**config.mk**
```make
export PLATFORM = sky130hd
export DESIGN_NAME = bmcm_skid
export DESIGN_NICKNAME = d
export VERILOG_FILES = /design/src/rtl/bmcm_pkg.sv /design/src/rtl/bmcm_skid.sv
export SDC_FILE = /design/constraint.sdc
export NUM_CORES = 1
export LEC_CHECK = 0
export ABC_AREA = 0
export BUFFER_PORTS_ARGS = -buffer_cell sky130_fd_sc_hd__buf_2
export CAP_MARGIN = 20
export CORE_MARGIN = 3
export CORE_UTILIZATION = 52
export CTS_BUF_LIST = sky130_fd_sc_hd__clkbuf_8 sky130_fd_sc_hd__clkbuf_16
export CTS_CLUSTER_DIAMETER = 200
export DETAILED_ROUTE_END_ITERATION = 6
export PLACE_DENSITY = 0.81
export REMOVE_ABC_BUFFERS = 1
export SLEW_MARGIN = 20
export SYNTH_ARGS = -nofsm -noshare
export SYNTH_HDL_FRONTEND = slang
export SYNTH_SLANG_ARGS = --single-unit
export TNS_END_PERCENT = 100
```
**constraint.sdc**
```tcl
create_clock -name clk -period 2.9 [get_ports clk]
set_input_delay 0.435 -clock clk [delete_from_list [all_inputs] [get_ports clk]]
set_output_delay 0.435 -clock clk [all_outputs]
set_load 0.02 [all_outputs]
```
**src/rtl/bmcm_pkg.sv**
```systemverilog
// Shared types and constants for the binomial measure cell mass block.
// Used by bmcm_level, bmcm_skid and binomial_measure_cell_mass.
package bmcm_pkg;

    // Field widths
    localparam int MASS_W   = 33;   // unsigned Q1.32
    localparam int WEIGHT_W = 16;   // unsigned Q0.16
    localparam int FACTOR_W = 17;   // Q0.16 factor up to and including 1.0
    localparam int IDX_W    = 16;
    localparam int DEPTH_W  = 5;
    localparam int CFG_IDX_W = 2;
    localparam int CFG_DATA_W = 16;
    localparam int PROD_W   = MASS_W + FACTOR_W;

    // Default pipeline depth (number of level stages)
    localparam int MAX_LEVELS_DEF = 16;

    // Fixed-point constants
    localparam logic [MASS_W-1:0]   MASS_ONE   = {1'b1, {(MASS_W-1){1'b0}}};
    localparam logic [FACTOR_W-1:0] WEIGHT_ONE = {1'b1, {(FACTOR_W-1){1'b0}}};

    // Register reset values
    localparam logic [WEIGHT_W-1:0] WEIGHT_P_RST     = 16'd32768;
    localparam logic [DEPTH_W-1:0]  DEPTH_LEVELS_RST = 5'd8;

    // Register indexes
    localparam logic [CFG_IDX_W-1:0] CFG_WEIGHT_P     = 2'd0;
    localparam logic [CFG_IDX_W-1:0] CFG_DEPTH_LEVELS = 2'd1;

    // One pipeline slot
    typedef struct packed {
        logic              valid;
        logic [MASS_W-1:0] mass;
        logic [IDX_W-1:0]  index;
    } bmcm_stage_t;

endpackage

```
**src/rtl/bmcm_skid.sv**
```systemverilog
// Output register with one skid slot; frees the pipeline from the output stall.
// Depends on bmcm_pkg.
module bmcm_skid
    import bmcm_pkg::*;
(
    input  logic              clk,
    input  logic              rst_n,
    input  bmcm_stage_t       stage_in,
    output logic              advance,
    output logic              skid_full,
    output logic              out_valid,
    input  logic              out_stall,
    output logic [MASS_W-1:0] cell_mass,
    output logic [IDX_W-1:0]  echo_index
);

    logic              out_valid_reg;
    logic [MASS_W-1:0] out_mass_reg;
    logic [IDX_W-1:0]  out_index_reg;
    logic              skid_full_reg;
    logic [MASS_W-1:0] skid_mass_reg;
    logic [IDX_W-1:0]  skid_index_reg;
    logic              out_free;
    logic              arriving;

    // Pipeline moves whenever the skid slot is empty
    assign advance  = !skid_full_reg;
    assign arriving = advance && stage_in.valid;
    assign out_free = !out_valid_reg || !out_stall;

    // Control
    always_ff @(posedge clk or negedge rst_n)
    begin
        if (!rst_n)
        begin
            out_valid_reg <= 1'b0;
            skid_full_reg <= 1'b0;
        end
        else if (out_free)
        begin
            out_valid_reg <= skid_full_reg || arriving;
            skid_full_reg <= 1'b0;
        end
        else if (arriving)
        begin
            skid_full_reg <= 1'b1;
        end
    end

    // Payload
    always_ff @(posedge clk)
    begin
        if (out_free)
        begin
            if (skid_full_reg)
            begin
                out_mass_reg  <= skid_mass_reg;
                out_index_reg <= skid_index_reg;
            end
            else
            begin
                out_mass_reg  <= stage_in.mass;
                out_index_reg <= stage_in.index;
            end
        end
        else if (arriving)
        begin
            skid_mass_reg  <= stage_in.mass;
            skid_index_reg <= stage_in.index;
        end
    end

    assign skid_full  = skid_full_reg;
    assign out_valid  = out_valid_reg;
    assign cell_mass  = out_mass_reg;
    assign echo_index = out_index_reg;

endmodule
```
==> metrics.md <==
| Metric | Value |
|---|---|
| Hold WS | 0.2698 ns |
| Setup TNS Final | 0 ns |
| Critical Path End Type | output port |
| Largest net degree at the start of global routing | 55 |
| Post-cts resize count | 0 |
| Remaining global-route overflow | 0 |
| Max-cap violation count | 0 |
| I/O pins | 105 |
| Commonest non-fill, non-tap cells in the layout | buf_2 (104), edfxtp_1 (98), mux2_4 (46) |
| Min-Delay Path Class | input pin to flip-flop |
| Vias in the first global route | 1,853 |
| R2R setup slack | 1.01 ns |
| Crit path max fanout | 54 |
| Crit path launch | skid_full |
| Lkg Pwr | 0.001853 µW |
| Die width | 92.12 µm |
| Maximum clock path buffer count | 2 |
| Outcome | finished, final reports clean |
| Sequential share of the synthesized area | 0.7761 |
| Critical path class | flip-flop to output port |
| Cts bufs inserted | 9 |
| Final GP Congestion | 0.7887 |
| CTS tree | done |
| Yosys Warn Count | 0 |
| Row count | 30 |
| Setup crit start kind | flip-flop |
| Worst reg2reg path depth | 2 |
| Hold_buf cts | 1 |
| Hold Vio Cnt, Final | 0 |
| Skew-Pair Late Insertion Delay | 0.35 ns |
| Clock Sink Count | 100 |
| Total routed wirelength | 6142 µm |
| Post-synth cell types | 11 |
| Fin crit share | 0.7425 |
| Global-route wire length before repair | 9370 µm |
| Initial Util | 0.5523 |
| Chip Height | 92.12 µm |
| Final WS setup | 0.7466 ns |
| Residual DRC count | 0 |
| Port bufs | 104 |
| H-tree levels | 3 |
| Tmin final | 2.153 ns |
| Root Buffer | clkbuf_8 |
| Commonest non-fill, non-tap cell in the layout | buf_2 |
| Per-cell routed wire length | 16.42 µm |
| Synthesized area | 0.003856 mm² |
| Maximum clock rate | 0.4644 GHz |
| Area of the core | 0.006982 mm² |
| End of the critical path | advance |
| Pre-antenna DRT Iters | 4 |
| Final Cell Area | 0.004601 mm² |
| Worst slew pin tran | 0.9163 ns |
| Initial antenna violation count | 0 |
| Post-DP HPWL | 4337 µm |
| Setup WS pre-CTS | 0.9834 ns |
| Critical R2R Capture | skid_index_reg[15] |
| DR vias/cell | 4.832 |
| Die area | 0.008485 mm² |
| PwrDens | 623.1 mW/mm² |
| Setup violators final | 0 |
| Post-CTS Setup Repair Bufs | 0 |
| Antenna-violating nets left | 0 |
| Required time worst endpoint | 2.47 ns |
| Critical path arrival | 1.72 ns |
| Post-Synthesis Cells | 160 |
| Max-slew headroom | 0.3892 |
| Layout cells sized above 1 | 0.6223 |
| Nets@finish | 326 |
| Final max-slew violation count | 0 |
| Mean area per synthesized cell | 24.10 µm² |
| DP Area | 0.004424 mm² |
| DR vias | 1,807 |
| Worst Clk Skew | 0.008374 ns |
| Area grow syn2layout | 19.31% |
| Initial DRC count | 74 |
| RSZ-0062 raised after global routing | no |
| Post-synthesis register bit count | 100 |
| Tot GR Track Use | 0.1472 |
| Clk slew on worst S/H paths | 0.09 ns |
| Ant diodes | 0 |
| Reg2reg start | skid_full |
| Maximum VDD drop | 0.0002407 V |
-- per-stage QoR --
step           instances  utilization  power (µW)
2_1_floorplan        154            -        2022
3_3_place_gp         357       0.6337        2142
3_5_place_dp         357       0.6337        2154
4_1_cts              374       0.6590        2898
5_1_grt              374       0.6590        2969
6_report             374       0.6590        2867
-- kinds of logic (layout without fill, tap and decap cells) --
family	Yosys count	in the layout	share of synthesized area
DFF	100	100	0.7761
buffers and inverters	7	125	0.02758
and+or+nand+nor	2	2	0.003568
AOI/OAI and AO/OA	2	2	0.004867
muxes	49	49	0.1879
-- power by group --
part           leakage (µW)  switching, µW  total [µW]  internal (µW)
sequential         0.000963           53.4        1760           1710
combinational      0.000806            185         356            170
clock             0.0000845            443         750            307
total               0.00185            681        2870           2190
-- worst max-delay path: stages (launching register included) --
cell     delay, ns
dfrtp_4       1.03
inv_1         0.12
buf_2         0.20
-- final cells by class --
type,instances,area (µm²)
inverters,1,3.754
repair buffers,108,553.0
well taps,96,120.1
multi-input cells,53,760.7
clock buffers,9,123.9
flip-flops and latches,100,2997
fillers,474,2381
clock inverters,7,42.54
-- worst min path at each step --
stage,depth (start not counted),from,slack [ns],to
after floorplan,0,rst_n,0.14,out_valid
after global placement,1,rst_n,0.22,out_valid
after CTS,1,stage_in[34],0.25,skid_mass_reg[18]
after detailed placement,1,rst_n,0.23,out_valid
final,1,stage_in[16],0.27,skid_mass_reg[0]
after global routing,1,stage_in[46],0.25,skid_mass_reg[30]
-- routing by layer --
metal	vias to the layer above	track usage	share of wire
met5	-	0	0
met4	0	0.09158	0.027
met3	14	0.02953	0.065
met2	79	0.2543	0.51
met1	851	0.1669	0.40
li1	863	-	-
-- synth_stat cells --
cell type  instances  area [µm²]
inv_1              1       3.750
o211a_1            1       10.01
nand2_1            1       3.750
mux2_4            46       690.7
buf_12             4       80.08
and4b_1            1       10.01
mux2_2             3       33.78
dfrtp_1            2       50.05
a211o_1            1       8.760
buf_6              2       22.52
edfxtp_1          98        2943
No activity file was read; power rests on OpenSTA's default activity.
