[src/rtl/bmcm_pkg.sv]
// Shared types and constants for the binomial measure cell mass block.
// Used by bmcm_level, bmcm_skid and binomial_measure_cell_mass.
package bmcm_pkg;

    // Field widths
    localparam int MASS_W   = 33;   // unsigned Q1.32
    localparam int WEIGHT_W = 16;   // unsigned Q0.16
    localparam int FACTOR_W = 17;   // Q0.16 factor up to and including 1.0
    localparam int IDX_W    = 16;
    localparam int DEPTH_W  = 5;
    localparam int CFG_IDX_W = 2;
    localparam int CFG_DATA_W = 16;
    localparam int PROD_W   = MASS_W + FACTOR_W;

    // Default pipeline depth (number of level stages)
    localparam int MAX_LEVELS_DEF = 16;

    // Fixed-point constants
    localparam logic [MASS_W-1:0]   MASS_ONE   = {1'b1, {(MASS_W-1){1'b0}}};
    localparam logic [FACTOR_W-1:0] WEIGHT_ONE = {1'b1, {(FACTOR_W-1){1'b0}}};

    // Register reset values
    localparam logic [WEIGHT_W-1:0] WEIGHT_P_RST     = 16'd32768;
    localparam logic [DEPTH_W-1:0]  DEPTH_LEVELS_RST = 5'd8;

    // Register indexes
    localparam logic [CFG_IDX_W-1:0] CFG_WEIGHT_P     = 2'd0;
    localparam logic [CFG_IDX_W-1:0] CFG_DEPTH_LEVELS = 2'd1;

    // One pipeline slot
    typedef struct packed {
        logic              valid;
        logic [MASS_W-1:0] mass;
        logic [IDX_W-1:0]  index;
    } bmcm_stage_t;

endpackage

[src/rtl/bmcm_level.sv]
// One subdivision level of the cell mass pipeline: one multiply, one register.
// Depends on bmcm_pkg.
module bmcm_level
    import bmcm_pkg::*;
#(
    parameter int LEVEL = 0
)
(
    input  logic                clk,
    input  logic                rst_n,
    input  logic                advance,
    input  logic [WEIGHT_W-1:0] weight_p,
    input  logic [DEPTH_W-1:0]  depth_eff,
    input  bmcm_stage_t         stage_in,
    output bmcm_stage_t         stage_out
);

    localparam logic [DEPTH_W-1:0] LEVEL_CODE = DEPTH_W'(LEVEL);

    logic                valid_reg;
    logic [MASS_W-1:0]   mass_reg;
    logic [MASS_W-1:0]   mass_next;
    logic [IDX_W-1:0]    index_reg;
    logic                bit_set;
    logic                active;
    logic [FACTOR_W-1:0] factor;
    logic [PROD_W-1:0]   product;

    // Index bits above the field width read as clear
    generate
        if (LEVEL < IDX_W) begin : g_bit
            assign bit_set = stage_in.index[LEVEL];
        end
        else begin : g_nobit
            assign bit_set = 1'b0;
        end
    endgenerate

    // Pick p0 or 1-p0, multiply, truncate back to Q1.32; levels at or past depth_eff pass the mass through
    assign active  = (LEVEL_CODE < depth_eff);
    assign factor  = bit_set ? (WEIGHT_ONE - FACTOR_W'(weight_p)) : FACTOR_W'(weight_p);
    assign product = PROD_W'(stage_in.mass) * PROD_W'(factor);
    assign mass_next = active ? product[MASS_W+WEIGHT_W-1:WEIGHT_W] : stage_in.mass;

    // Valid bit
    always_ff @(posedge clk or negedge rst_n)
    begin
        if (!rst_n)
        begin
            valid_reg <= 1'b0;
        end
        else if (advance)
        begin
            valid_reg <= stage_in.valid;
        end
    end

    // Payload
    always_ff @(posedge clk)
    begin
        if (advance)
        begin
            mass_reg  <= mass_next;
            index_reg <= stage_in.index;
        end
    end

    assign stage_out.valid = valid_reg;
    assign stage_out.mass  = mass_reg;
    assign stage_out.index = index_reg;

endmodule

[config.mk]
export PLATFORM = sky130hd
export DESIGN_NAME = bmcm_level
export DESIGN_NICKNAME = d
export VERILOG_FILES = /design/src/rtl/bmcm_pkg.sv /design/src/rtl/bmcm_level.sv
export SDC_FILE = /design/constraint.sdc
export NUM_CORES = 1
export LEC_CHECK = 0
export BUFFER_PORTS_ARGS = -buffer_cell sky130_fd_sc_hd__clkbuf_2
export CAP_MARGIN = 20
export CORE_UTILIZATION = 55
export DETAILED_ROUTE_END_ITERATION = 8
export HOLD_SLACK_MARGIN = 0.12
export PLACE_DENSITY = 0.77
export RECOVER_POWER = 25
export SLEW_MARGIN = 10
export SYNTH_ARGS = -nofsm -noshare
export SYNTH_HDL_FRONTEND = slang
export SYNTH_SLANG_ARGS = --single-unit
[constraint.sdc]
create_clock -name clk -period 1.4 [get_ports clk]
set_input_delay 0.21 -clock clk [delete_from_list [all_inputs] [get_ports clk]]
set_output_delay 0.21 -clock clk [all_outputs]
set_load 0.01 [all_outputs]
==> results by group <==
Clock network
  • TritonCTS clock tree: built
  • Clock Pin Slew Worst Setup and Hold Paths: 0.08 ns
  • Clock Root Buffer: clkbuf_16
  • CTS sink cnt: 50
  • TritonCTS buffer count: 5
  • Clock buffer depth: 2
  • Worst-skew pair later-pin latency: 0.31 ns
  • CTS H-tree lvls: 2

STA
  • Worst Max-Slew Pin Slew: 0.654 ns
  • Final Slew Violations: 0
  • Fin crit share: 544%
  • Setup Total Neg Slack: -197.24 ns
  • Setup Viol. Count Final: 33
  • Tmin final: 7.62 ns
  • Max-slew headroom: 56.2%
  • Final-report hold violation count: 0
  • Achievable frequency: 0.131 GHz
  • Unrepaired setup endpoints after global routing: yes
  • Setup WS post-layout: -6.22 ns
  • Worst hold slack: 0.141 ns
  • Worst clock skew: 0 ns

Critical path
  • Worst Path Arrival: 7.67 ns
  • Worst Path Required: 1.46 ns
  • Crit-path most repeated cell: fa_1
  • Startpoint Class: input port
  • WS Path Type: input port to flop
  • CP max FO: 6
  • Slowest CP cell: fa_1
  • Flop2flop setup slack: 0.64 ns
  • Crit. End Element: flop
  • Largest stage delay, worst path: 0.59 ns

Layout
  • Max FFs per register: 33
  • Most frequent cells in the layout: inv_1, fa_1, nand2_1
  • Core Util, Final: 70.1%
  • Layout Nets: 3275
  • Area grow syn2layout: 24.4%
  • Layout cells sized above 1: 22.3%
  • Most common cell after layout, fill and taps aside: inv_1

Run status
  • Failing checks: negative setup slack
  • Outcome: finished with violations

Global routing
  • Global-route wire length before repair: 97200 µm
  • Total global routing overflow: 0
  • Initial antenna violation count: 1
  • Total GRT Usage: 35.0%
  • Vias in the first global route: 19200
  • Pin count of the biggest net entering global routing: 24

Routing
  • Vias: 17000
  • WL/cell: 20.2 µm
  • Detailed-route wire length: 62100 µm
  • DRT iter0 DRCs: 1258
  • Drt drc: 0
  • Post-route ant nets: 0
  • Drt pass-1 iters: 5
  • Number of vias per cell: 5.53

Floorplanning
  • Initial Util: 56.4%
  • Row cnt: 68
  • Core ar.: 34800 µm²
  • Area of the die: 36500 µm²
  • Die H: 191 µm
  • Num ports: 124
  • Die Wd: 191 µm

Synth
  • XOR/XNOR Fraction of Synth Area: 1.96%
  • Compound-Gate Fraction of Synth Area: 5.46%
  • YS warnings: 0
  • Post-Syn Area per Cell: 8.65 µm²
  • #FFs+latches synth: 50
  • Post-Synth Simple-Gate Area: 16.1%
  • Synth Instances: 2269
  • Multiplexer area fraction after synthesis: 0.217%
  • Sequential element share of the synthesized area: 7.62%
  • Adder-Cell Fraction of Synth Area: 54.6%
  • Top FF cell, synth: edfxtp_1
  • Syn Nets: 2923
  • Main combinational cell family by area after synthesis: adder cells
  • Mapped Area: 19600 µm²
  • Asr flop ratio synth: 2.00%
  • EDFF count, synth: 49
  • Synth unique cells: 62

Placement
  • Worst slack at placement: -6.61 ns
  • IO buf count: 123
  • DP Wirelength: 49000 µm
  • Global placement routability congestion: 0.969

Run
  • Max cap viols: 0

Min path
  • Worst min path class: input port to flop
synth_stat cells, drive strengths merged (2+ instances only):
library cell | count | area share [%]
nand2b | 2 | 0.064
o21a | 2 | 0.076
nor4 | 4 | 0.13
a31oi | 5 | 0.16
o31ai | 9 | 0.37
inv | 606 | 12
nor3b | 2 | 0.076
a211o | 3 | 0.13
mux2i | 2 | 0.10
nand2 | 462 | 8.8
buf | 24 | 0.58
o41ai | 2 | 0.18
nor2b | 5 | 0.16
nand4 | 6 | 0.19
a21o | 13 | 0.50
mux2 | 2 | 0.11
or4 | 3 | 0.11
a211oi | 6 | 0.25
o211ai | 4 | 0.18
a2111oi | 3 | 0.26
a21oi | 42 | 1.1
edfxtp | 49 | 7.5
a21boi | 4 | 0.15
o2111ai | 2 | 0.12
xnor2 | 25 | 1.1
o21ai | 54 | 1.4
nand3b | 4 | 0.15
xor2 | 19 | 0.85
clkbuf | 100 | 1.9
or3 | 3 | 0.12
a221oi | 3 | 0.29
ha | 119 | 7.6
and3 | 6 | 0.19
and2 | 155 | 4.9
o21bai | 3 | 0.11
fa | 461 | 47
nor3 | 6 | 0.15
or2 | 3 | 0.096
nand3 | 8 | 0.20
nor2 | 31 | 0.59
logic make-up (layout without fill, tap and decap cells):
| logic type | after synthesis | count (layout) |
|---|---|---|
| compound gates | 160 | 160 |
| mux | 4 | 4 |
| other cells | 0 | 1 |
| simple gates | 701 | 701 |
| buf+inv | 730 | 1083 |
| flops | 50 | 50 |
| fa+ha+maj | 580 | 580 |
| xor+xnor | 44 | 44 |
worst paths after layout:
| check | endpoint | from | depth (start not counted) |
|---|---|---|---|
| worst max-delay path | mass_reg[32] | weight_p[7] | 28 |
| worst min-delay path | valid_reg | stage_in[49] | 2 |
| worst max register to register | valid_reg | valid_reg | 1 |
| worst min register to register | valid_reg | valid_reg | 1 |
| max in group asynchronous | valid_reg | rst_n | 2 |
| min in group asynchronous | valid_reg | rst_n | 2 |
repair_timing:
action / CTS / global route
cloned: 1 / 0
buffers inserted: 21 / 14
gates resized for setup: 114 / 48
pin swaps: 52 / 60
hold endpoints to repair: 16 / 0
setup endpoints to repair: 33 / 33
hold buffers: 16 / 0
stage by stage:
step                cells  instance area, µm²
global route         3077               24400
floorplan            2269               19800
CTS                  3065               24100
global placement     3021               23100
finish               3078               24400
detailed placement   3021               23100
critical path: cells and delay by family:
family / cells / cell delay, ns
xor gates and xnor gates: 1 / 0.16
AOI/OAI and AO/OA: 8 / 1.85
and+or+nand+nor: 5 / 1.38
buffers and inverters: 7 / 0.83
adders and majority gates: 7 / 3.23
routing by layer:
layer / up-vias / part of all wire, % / track usage [%]
met5: - / 0.019 / 0
met4: 2 / 7.5 / 20.7
met3: 344 / 8.9 / 5.80
met2: 957 / 50 / 61.4
met1: 8484 / 34 / 40.0
li1: 7247 / - / -
final cells by class:
| type | instances | area [µm²] |
|---|---|---|
| tap | 455 | 569 |
| antenna | 1 | 2.50 |
| inverter | 606 | 2270 |
| multi-input combinational | 1489 | 16200 |
| sequential | 50 | 1500 |
| clock buffer | 5 | 125 |
| clock inverter | 3 | 26.3 |
| timing repair buffer | 469 | 3700 |
| fill | 2432 | 10400 |
Power is not shown: default switching activity piles up to over one toggle a cycle in this logic, so the estimate is an artifact.
